### src/rtl/core/txp_pkg.sv
package txp_pkg;

    // Entry layout (byte positions within one 20-byte entry)
    localparam int ENTRY_BYTES    = 20;
    localparam int OFFSET_DIGITS  = 10;
    localparam int GEN_FIRST      = 11;
    localparam int GEN_END        = 16;
    localparam int USED_POS       = 17;
    localparam int POS_W          = 5;

    localparam int ID_BITS_DEF    = 24;

    // Field widths of the stream words
    localparam int CHAR_W         = 8;
    localparam int START_ID_W     = 24;
    localparam int OBJ_ID_W       = 24;
    localparam int OFFSET_W       = 34;
    localparam int GEN_W          = 17;
    localparam int DIGIT_W        = 4;

    localparam logic [GEN_W-1:0]  GEN_BOGUS = GEN_W'(65536);
    localparam logic [CHAR_W-1:0] CHAR_USED = 8'h6E;   // 'n'
    localparam logic [CHAR_W-1:0] CHAR_ZERO = 8'h30;   // '0'
    localparam logic [CHAR_W-1:0] CHAR_NINE = 8'h39;   // '9'

    // Result kinds
    localparam logic KIND_ENTRY = 1'b0;
    localparam logic KIND_PATCH = 1'b1;

    // Result queue
    localparam int RES_FIFO_DEPTH = 4;
    localparam int RES_PTR_W      = 2;
    localparam int RES_CNT_W      = 3;
    localparam int PUSH_W         = 2;

    typedef struct packed {
        logic                 kind;
        logic [OBJ_ID_W-1:0]  object_id;
        logic [OFFSET_W-1:0]  entry_offset;
        logic [GEN_W-1:0]     gen_or_link;
        logic                 in_use;
        logic                 last;
    } result_t;

endpackage

### src/rtl/core/txp_res_fifo.sv
module txp_res_fifo
    import txp_pkg::*;
(
    input  logic              clk,
    input  logic              rst_n,
    input  logic [PUSH_W-1:0] push_cnt,   // 0, 1 or 2 results this cycle
    input  result_t           din0,
    input  result_t           din1,
    output logic              room2,      // at least two free slots
    output logic              dout_valid,
    input  logic              dout_ready,
    output result_t           dout
);

    result_t                mem [RES_FIFO_DEPTH];
    logic [RES_PTR_W-1:0]   wr_ptr_reg, wr_ptr_next;
    logic [RES_PTR_W-1:0]   rd_ptr_reg, rd_ptr_next;
    logic [RES_CNT_W-1:0]   count_reg, count_next;
    logic                   pop;

    assign dout_valid = (count_reg != '0);
    assign dout       = mem[rd_ptr_reg];
    assign pop        = dout_valid && dout_ready;
    assign room2      = (count_reg <= RES_CNT_W'(RES_FIFO_DEPTH - 2));

    always_comb
    begin
        wr_ptr_next = wr_ptr_reg + RES_PTR_W'(push_cnt);
        rd_ptr_next = rd_ptr_reg + RES_PTR_W'(pop);
        count_next  = count_reg + RES_CNT_W'(push_cnt) - RES_CNT_W'(pop);
    end

    always_ff @(posedge clk)
    begin
        if (push_cnt != '0)
        begin
            mem[wr_ptr_reg] <= din0;
        end
        if (push_cnt == PUSH_W'(2))
        begin
            mem[wr_ptr_reg + RES_PTR_W'(1)] <= din1;
        end
    end

    always_ff @(posedge clk or negedge rst_n)
    begin
        if (!rst_n)
        begin
            wr_ptr_reg <= '0;
            rd_ptr_reg <= '0;
            count_reg  <= '0;
        end
        else
        begin
            wr_ptr_reg <= wr_ptr_next;
            rd_ptr_reg <= rd_ptr_next;
            count_reg  <= count_next;
        end
    end

    a_count_bound: assert property (@(posedge clk) disable iff (!rst_n)
        count_reg <= RES_CNT_W'(RES_FIFO_DEPTH))
        else $error("result queue count beyond depth");

    a_no_overflow: assert property (@(posedge clk) disable iff (!rst_n)
        (push_cnt != '0) |-> (count_reg <= RES_CNT_W'(RES_FIFO_DEPTH) - RES_CNT_W'(push_cnt)))
        else $error("result queue overflow");

    a_count_track: assert property (@(posedge clk) disable iff (!rst_n)
        1'b1 |=> (count_reg == $past(count_reg) + RES_CNT_W'($past(push_cnt))
                  - RES_CNT_W'($past(pop))))
        else $error("result queue count mismatch");

    a_ptr_gap: assert property (@(posedge clk) disable iff (!rst_n)
        (wr_ptr_reg - rd_ptr_reg) == count_reg[RES_PTR_W-1:0])
        else $error("result queue pointers disagree with count");

endmodule

### src/rtl/core/text_xref_entry_parser_unit.sv
// Text cross-reference entry parser. Bytes of a text xref table enter on the
// slave stream, one word per cycle, with tuser marking the first byte of a
// subsection (tdata[31:8] then carries the subsection's first object number).
// Each 20-byte entry is parsed as it streams: bytes 0-9 form the offset,
// bytes 11-15 the generation, byte 17 the 'n'/'f' mark; non-digits in digit
// positions count as zero. On the last byte of an entry the block queues an
// entry record (tuser = 0), and for a free entry that follows another free
// entry of the same subsection a patch word (tuser = 1) that links the older
// free entry to the new one; tlast marks the final word caused by a byte.
// Rate: one byte per cycle while tready is high. The per-byte multiply-add
// by ten and the in-use check are combinational; the results are written,
// registered, into the result queue on the entry's last byte. Results go via a
// 4-deep queue, and tready drops only while fewer than two queue slots are
// free, so a stalled master side holds the input off only once more than two
// results pile up. A subsection start mid-entry discards the partial entry.
module text_xref_entry_parser_unit
    import txp_pkg::*;
#(
    parameter int ID_BITS = ID_BITS_DEF
)
(
    input  logic        clk,
    input  logic        rst_n,
    // slave side: tdata = char_in[7:0], start_id[31:8]; tuser = sub_start
    input  logic        s_tvalid,
    output logic        s_tready,
    input  logic [31:0] s_tdata,
    input  logic        s_tuser,
    // master side: tdata = object_id[23:0], entry_offset[57:24],
    //              gen_or_link[74:58], in_use[75], zero fill; tuser = kind
    output logic        m_tvalid,
    input  logic        m_tready,
    output logic [79:0] m_tdata,
    output logic        m_tuser,
    output logic        m_tlast
);

    logic [POS_W-1:0]    pos_reg, pos_next;
    logic [OFFSET_W-1:0] off_reg, off_next;
    logic [GEN_W-1:0]    gen_reg, gen_next;
    logic                used_reg, used_next;
    logic [ID_BITS-1:0]  id_reg, id_next;
    logic                pfv_reg, pfv_next;
    logic [ID_BITS-1:0]  pfid_reg, pfid_next;

    logic                accept;
    logic [CHAR_W-1:0]   char_in;
    logic                sub_start;
    logic [START_ID_W-1:0] start_id;
    logic [DIGIT_W-1:0]  digit;

    // values after the subsection reset, then after this byte's field update
    logic [POS_W-1:0]    pos_b;
    logic [OFFSET_W-1:0] off_b, off_u;
    logic [GEN_W-1:0]    gen_b, gen_u;
    logic                used_b, used_u;
    logic [ID_BITS-1:0]  id_b;
    logic                pfv_b;
    logic                emit, in_use;

    logic [ID_BITS+START_ID_W-1:0] start_ext;
    logic [ID_BITS+OBJ_ID_W-1:0]   id_ext, pfid_ext;
    logic [ID_BITS+GEN_W-1:0]      link_ext;

    logic [PUSH_W-1:0]   push_cnt;
    result_t             res0, res1, res_out;
    logic                room2;

    assign char_in   = s_tdata[CHAR_W-1:0];
    assign start_id  = s_tdata[CHAR_W+START_ID_W-1:CHAR_W];
    assign sub_start = s_tuser;
    assign s_tready  = room2;
    assign accept    = s_tvalid && s_tready;

    assign digit = ((char_in >= CHAR_ZERO) && (char_in <= CHAR_NINE))
                 ? DIGIT_W'(char_in - CHAR_ZERO) : '0;

    // zero-extended copies so any ID_BITS maps onto the fixed field widths
    assign start_ext = {{ID_BITS{1'b0}}, start_id};
    assign id_ext    = {{OBJ_ID_W{1'b0}}, id_b};
    assign pfid_ext  = {{OBJ_ID_W{1'b0}}, pfid_reg};
    assign link_ext  = {{GEN_W{1'b0}}, id_b};

    always_comb
    begin
        pos_b  = sub_start ? '0 : pos_reg;
        off_b  = sub_start ? '0 : off_reg;
        gen_b  = sub_start ? '0 : gen_reg;
        used_b = sub_start ? 1'b0 : used_reg;
        id_b   = sub_start ? start_ext[ID_BITS-1:0] : id_reg;
        pfv_b  = sub_start ? 1'b0 : pfv_reg;

        off_u  = off_b;
        gen_u  = gen_b;
        used_u = used_b;
        if (pos_b < POS_W'(OFFSET_DIGITS))
        begin
            off_u = (off_b << 3) + (off_b << 1) + OFFSET_W'(digit);
        end
        else if ((pos_b >= POS_W'(GEN_FIRST)) && (pos_b < POS_W'(GEN_END)))
        begin
            gen_u = (gen_b << 3) + (gen_b << 1) + GEN_W'(digit);
        end
        else if (pos_b == POS_W'(USED_POS))
        begin
            used_u = (char_in == CHAR_USED);
        end

        emit   = (pos_b >= POS_W'(ENTRY_BYTES - 1));
        in_use = used_u && (gen_u != GEN_BOGUS) && (off_u != '0);

        res0.kind         = KIND_ENTRY;
        res0.object_id    = id_ext[OBJ_ID_W-1:0];
        res0.entry_offset = off_u;
        res0.gen_or_link  = in_use ? gen_u : '0;
        res0.in_use       = in_use;
        res0.last         = in_use || !pfv_b;

        res1.kind         = KIND_PATCH;
        res1.object_id    = pfid_ext[OBJ_ID_W-1:0];
        res1.entry_offset = '0;
        res1.gen_or_link  = link_ext[GEN_W-1:0];
        res1.in_use       = 1'b0;
        res1.last         = 1'b1;

        push_cnt = '0;
        if (accept && emit)
        begin
            push_cnt = (!in_use && pfv_b) ? PUSH_W'(2) : PUSH_W'(1);
        end

        pos_next  = pos_reg;
        off_next  = off_reg;
        gen_next  = gen_reg;
        used_next = used_reg;
        id_next   = id_reg;
        pfv_next  = pfv_reg;
        pfid_next = pfid_reg;
        if (accept)
        begin
            pfv_next  = pfv_b;
            pfid_next = sub_start ? '0 : pfid_reg;
            if (emit)
            begin
                pos_next  = '0;
                off_next  = '0;
                gen_next  = '0;
                used_next = 1'b0;
                id_next   = id_b + ID_BITS'(1);
                if (!in_use)
                begin
                    pfv_next  = 1'b1;
                    pfid_next = id_b;
                end
            end
            else
            begin
                pos_next  = pos_b + POS_W'(1);
                off_next  = off_u;
                gen_next  = gen_u;
                used_next = used_u;
                id_next   = id_b;
            end
        end
    end

    always_ff @(posedge clk or negedge rst_n)
    begin
        if (!rst_n)
        begin
            pos_reg  <= '0;
            off_reg  <= '0;
            gen_reg  <= '0;
            used_reg <= 1'b0;
            id_reg   <= '0;
            pfv_reg  <= 1'b0;
            pfid_reg <= '0;
        end
        else
        begin
            pos_reg  <= pos_next;
            off_reg  <= off_next;
            gen_reg  <= gen_next;
            used_reg <= used_next;
            id_reg   <= id_next;
            pfv_reg  <= pfv_next;
            pfid_reg <= pfid_next;
        end
    end

    txp_res_fifo u_res_fifo
    (
        .clk        (clk),
        .rst_n      (rst_n),
        .push_cnt   (push_cnt),
        .din0       (res0),
        .din1       (res1),
        .room2      (room2),
        .dout_valid (m_tvalid),
        .dout_ready (m_tready),
        .dout       (res_out)
    );

    assign m_tdata = {4'b0, res_out.in_use, res_out.gen_or_link,
                      res_out.entry_offset, res_out.object_id};
    assign m_tuser = res_out.kind;
    assign m_tlast = res_out.last;

    a_pos_range: assert property (@(posedge clk) disable iff (!rst_n)
        pos_reg <= POS_W'(ENTRY_BYTES - 1))
        else $error("entry byte position out of range");

    a_entry_wrap: assert property (@(posedge clk) disable iff (!rst_n)
        (accept && emit) |=> (pos_reg == '0 && off_reg == '0 && gen_reg == '0))
        else $error("entry state not cleared after last byte");

    a_patch_only_free: assert property (@(posedge clk) disable iff (!rst_n)
        (push_cnt == PUSH_W'(2)) |-> (!in_use && pfv_b))
        else $error("patch queued for an entry in use");

    a_free_chain: assert property (@(posedge clk) disable iff (!rst_n)
        (accept && emit && !in_use) |=> (pfv_reg && pfid_reg == $past(id_b)))
        else $error("free chain not updated");

endmodule
### config.mk
export PLATFORM = sky130hd
export DESIGN_NAME = text_xref_entry_parser_unit
export DESIGN_NICKNAME = d
export VERILOG_FILES = /design/src/rtl/core/txp_pkg.sv /design/src/rtl/core/txp_res_fifo.sv /design/src/rtl/core/text_xref_entry_parser_unit.sv
export SDC_FILE = /design/constraint.sdc
export NUM_CORES = 1
export LEC_CHECK = 0
export BUFFER_PORTS_ARGS = -buffer_cell sky130_fd_sc_hd__buf_2
export CELL_PAD_IN_SITES_DETAIL_PLACEMENT = 0
export CELL_PAD_IN_SITES_GLOBAL_PLACEMENT = 1
export CORE_UTILIZATION = 45
export DETAILED_ROUTE_END_ITERATION = 7
export PLACE_DENSITY_LB_ADDON = 0.15
export SYNTH_ARGS = -nofsm -noshare
export SYNTH_HDL_FRONTEND = slang
export SYNTH_SLANG_ARGS = --single-unit
### constraint.sdc
create_clock -name clk -period 6.88 [get_ports clk]
set_input_delay 0.688 -clock clk [delete_from_list [all_inputs] [get_ports clk]]
set_output_delay 0.688 -clock clk [all_outputs]
set_load 0.02 [all_outputs]
==> out/metrics.csv <==
stage,metric,value,unit
yosys,ys_types,86,
timing,tightest_slew,1239,ps
finish,multi_input_area,12400,sq um
die,dieHeight,232.8,microns
global_routing,grt_start_max_net_pins,74,
yosys,syn_area,23980,sq um
routing,routed-via-count,19270,
global_routing,track_usage,27.66,%
worst_setup_path,crit_fanout,12,
power,power_density,358.5,nW/um^2
worst_setup_path,slowest_stage,fa_1,
worst_setup_path,cpLargestDelayFamily,simple AND/OR/NAND/NOR gates,
timing,maxSlewViolCount,0,
timing,fin_tns_setup,0,ps
global_routing,grt_pass1_vias,18850,
finish,fin_nets,2584,
timing,max_freq,174.4,MHz
global_routing,antenna_found_initial,1,
finish,drive_gt1_share,16.34,%
worst_setup_path,endpoint_kind,flip-flop,
worst_setup_path,rrSetupSlack,1520,ps
worst_setup_path,rr_worst_depth,19,
finish,largest_reg_flops,312,
clocking,worstSkewPairLatency,610,ps
routing,drt-initial-drc-count,1873,
power,clock_power_share,27.3,%
worst_setup_path,crit_path_start_kind,input port,
routing,firstDrtPassIters,5,
clocking,postCtsSetupBuffers,0,
yosys,synth_top_family_by_area,compound AO/OA/AOI/OAI gates,
worst_setup_path,worstPathArrival,6210,ps
placement,place_inst,3082,
power,combPwrFrac,36.8,%
timing,hold_viol_final,0,
die,io_pins,121,
status,outcome,"complete, no violations",
yosys,synth_top_cells_by_area,"edfxtp_1 (21%), dfxtp_1 (12%), dfrtp_1 (12%), mux4_2 (7.3%), ha_1 (5.1%)",
routing,drc,0,
clocking,cts.sinks,425,
clocking,htreeDepth,2,
yosys,synth_top_area_share,20.54,%
yosys,yosys_register_bits,425,
die,initial_core_util,45.63,%
power,switchingPower,3662,uW
timing,setup_viol,0,
global_routing,grt_remaining_overflow,0,
yosys,synth_compound_area_share,18.35,%
worst_hold_path,hold_path_class,input port to asynchronous set/reset pin,
clocking,hold_buffers,0,
yosys,ys_warn_count,0,
yosys,syn_inst,2383,
timing,grt_setup_unrepaired,no,
yosys,synth_area_leader_cell,edfxtp_1,
clocking,path_clk_slew,60,ps
yosys,async_flop_share,26.59,%
routing,vias_per_cell,6.075,
finish,fill_cells,4820,
global_routing,grt_pass1_wl,114400,microns
placement,post-dp-hpwl,48900,microns
timing,slew_headroom,17.38,%
die,fp-row-count,84,
yosys,syn_area_per_cell,10.06,sq um
yosys,synth_simple_gate_area_share,14.09,%
finish,antennaDiodeCount,0,
finish,seqCellArea,10720,sq um
routing,avgRoutedWirePerCell,23.37,microns
worst_setup_path,setup.worst_path.class,input port to flip-flop,
die,die_area,54210,sq um
worst_setup_path,worst_path_most_repeated_cell,inv_1,
worst_setup_path,crit_path_max_incr_delay,600,ps
clocking,ctsResizeCount,0,
power,power_frac_seq,35.9,%
yosys,synth_edf_count,164,
placement,gp_congestion,0.8833,
clocking,cts_buffers,48,
yosys,synth_top_flop_cell,edfxtp_1,
flow_run,drv_cap,0,
yosys,synth_seq_area_share,44.69,%
clocking,cts-root-buf,clkbuf_16,
worst_setup_path,crit_chain,buf_2 -> o21ai_0 -> and4b_1 -> and2_1 -> inv_1 -> fa_1 -> inv_1 -> ha_1 -> a21o_1 -> nand4_2 -> a2111oi_4 -> nor4_1 -> or4_1 -> nand3_2 -> o31ai_1 -> nor4_4 -> and3_1 -> o211ai_2 -> ha_1 -> inv_1 -> fa_1 -> xnor2_1,
finish,post_layout_nonfiller_instances,3172,
power,total_power,9671,uW
power,p_leak,0.01065,uW
worst_setup_path,crit_buf_inv,4,
placement,numPortBuffers,116,
yosys,synth_fa_ha_area_share,5.531,%
power,ir_worst_vdd,0.2587,mV
power,p_sw_share,37.87,%
yosys,yosys-top-cells-count,"nand2_1 (284), nor2_1 (242), edfxtp_1 (164), dfxtp_1 (148), o21ai_0 (136)",
power,p_int,6009,uW
finish,area_delta_synth_final,12.50,%
timing,period_share,83.33,%
yosys,synth_most_common_cell,nand2_1,
clocking,clock_path_buffers,3,
yosys,synth-xor-area-share,2.155,%
yosys,synthMuxAreaShare,11.13,%
worst_setup_path,r2r-end,u_res_fifo.count_reg[2]$_DFF_PN0_,
timing,final.setup_skew,26.52,ps
routing,drt-total-wl,74130,microns
worst_setup_path,timing.rr.start,off_reg[1]$_DFFE_PN0P_,
die,core_area,52550,sq um
routing,ant_nets,0,
timing,period_needed,5733,ps
worst_setup_path,cp.depth,22,
finish,post-route-util,51.33,%
worst_setup_path,worstPathRequired,7360,ps
clocking,cts_tree,built,
die,die_w,232.8,microns
power groups by stage:
stage / clock, uW / sequential [uW] / combinational (uW)
2_1_floorplan: 0 / 3290 / 2590
3_3_place_gp: 0 / 3500 / 3510
3_5_place_dp: 0 / 3520 / 3550
4_1_cts: 2680 / 3480 / 3560
5_1_grt: 2780 / 3540 / 3860
6_report: 2640 / 3480 / 3560
placed cells by master (no fill, tap or decap), types with 6 or more instances in the layout:
cell type and instances:
ha_1 98, xnor2_1 31, o31ai_1 34, o22ai_1 102, and2_1 10, clkbuf_16 51
o211ai_1 16, mux2i_1 80, nand2b_1 6, a31oi_1 27, nor3_1 31, nor2b_1 73
dfrtp_1 111, or3_1 7, inv_1 35, xor2_1 28, o21ai_1 20, clkbuf_1 15
nand2_1 283, edfxtp_1 164, nor2_1 239, buf_4 72, a211oi_1 111, a21oi_1 95
o21a_1 10, mux4_2 78, a22o_1 38, clkinv_2 6, nand4_1 10, buf_2 114
o21ai_0 133, nor4_1 9, buf_12 7, nand3_1 25, a21o_1 23, o31a_1 8
and3_1 7, dfxtp_1 148
kinds of logic (layout without fill, tap and decap cells):
| kind of cell | Yosys count | in the layout |
|---|---|---|
| AND/OR/NAND/NOR | 744 | 744 |
| AO/OA/AOI/OAI | 665 | 665 |
| buffers and inverters | 220 | 318 |
| adder cells (fa/ha/maj) | 103 | 103 |
| other | 1 | 4 |
| XOR/XNOR | 59 | 59 |
| multiplexers | 166 | 166 |
| flip-flops | 425 | 425 |
worst max path at each step:
| stage | slack (ps) | from | end |
|---|---|---|---|
| floorplan | 80 | s_tuser | u_res_fifo.mem[1][10]$_DFFE_PP_ |
| global placement | 650 | s_tdata[1] | u_res_fifo.count_reg[2]$_DFF_PN0_ |
| detailed placement | 580 | s_tdata[1] | u_res_fifo.count_reg[2]$_DFF_PN0_ |
| CTS | 1190 | s_tdata[1] | u_res_fifo.count_reg[2]$_DFF_PN0_ |
| global route | 810 | s_tdata[1] | u_res_fifo.count_reg[2]$_DFF_PN0_ |
| finish | 1150 | s_tdata[1] | u_res_fifo.count_reg[2]$_DFF_PN0_ |
layer usage:
metal  wire length (microns)  GRT usage, %  up-vias  share of wire [%]
met1                   33960         39.98     9505                 46
li1                        -             -     8971                  -
met5                       0             0        -                  0
met2                   32640         41.67      691                 44
met3                    5928         6.029      104                8.0
met4                    1595         7.271        0                2.2
stage by stage:
step	setup slack [ps]	hold WS [ps]	area [sq um]
4_1_cts	1188	249.6	26980
5_1_grt	814.4	287.4	26980
6_report	1147	201.6	26980
2_1_floorplan	78.14	392.4	24030
3_3_place_gp	646.9	428.8	25370
3_5_place_dp	581.6	438.4	25370
layout make-up:
cell class	instances	share of cell area, %
clock inverters	20	0.8256
multi-input cells	1741	45.96
repair buffers	193	4.638
clock buffers	70	5.144
well taps	688	3.191
inverters	35	0.4870
flip-flops and latches	425	39.75
Note: power is estimated with default switching activity, not from simulation.
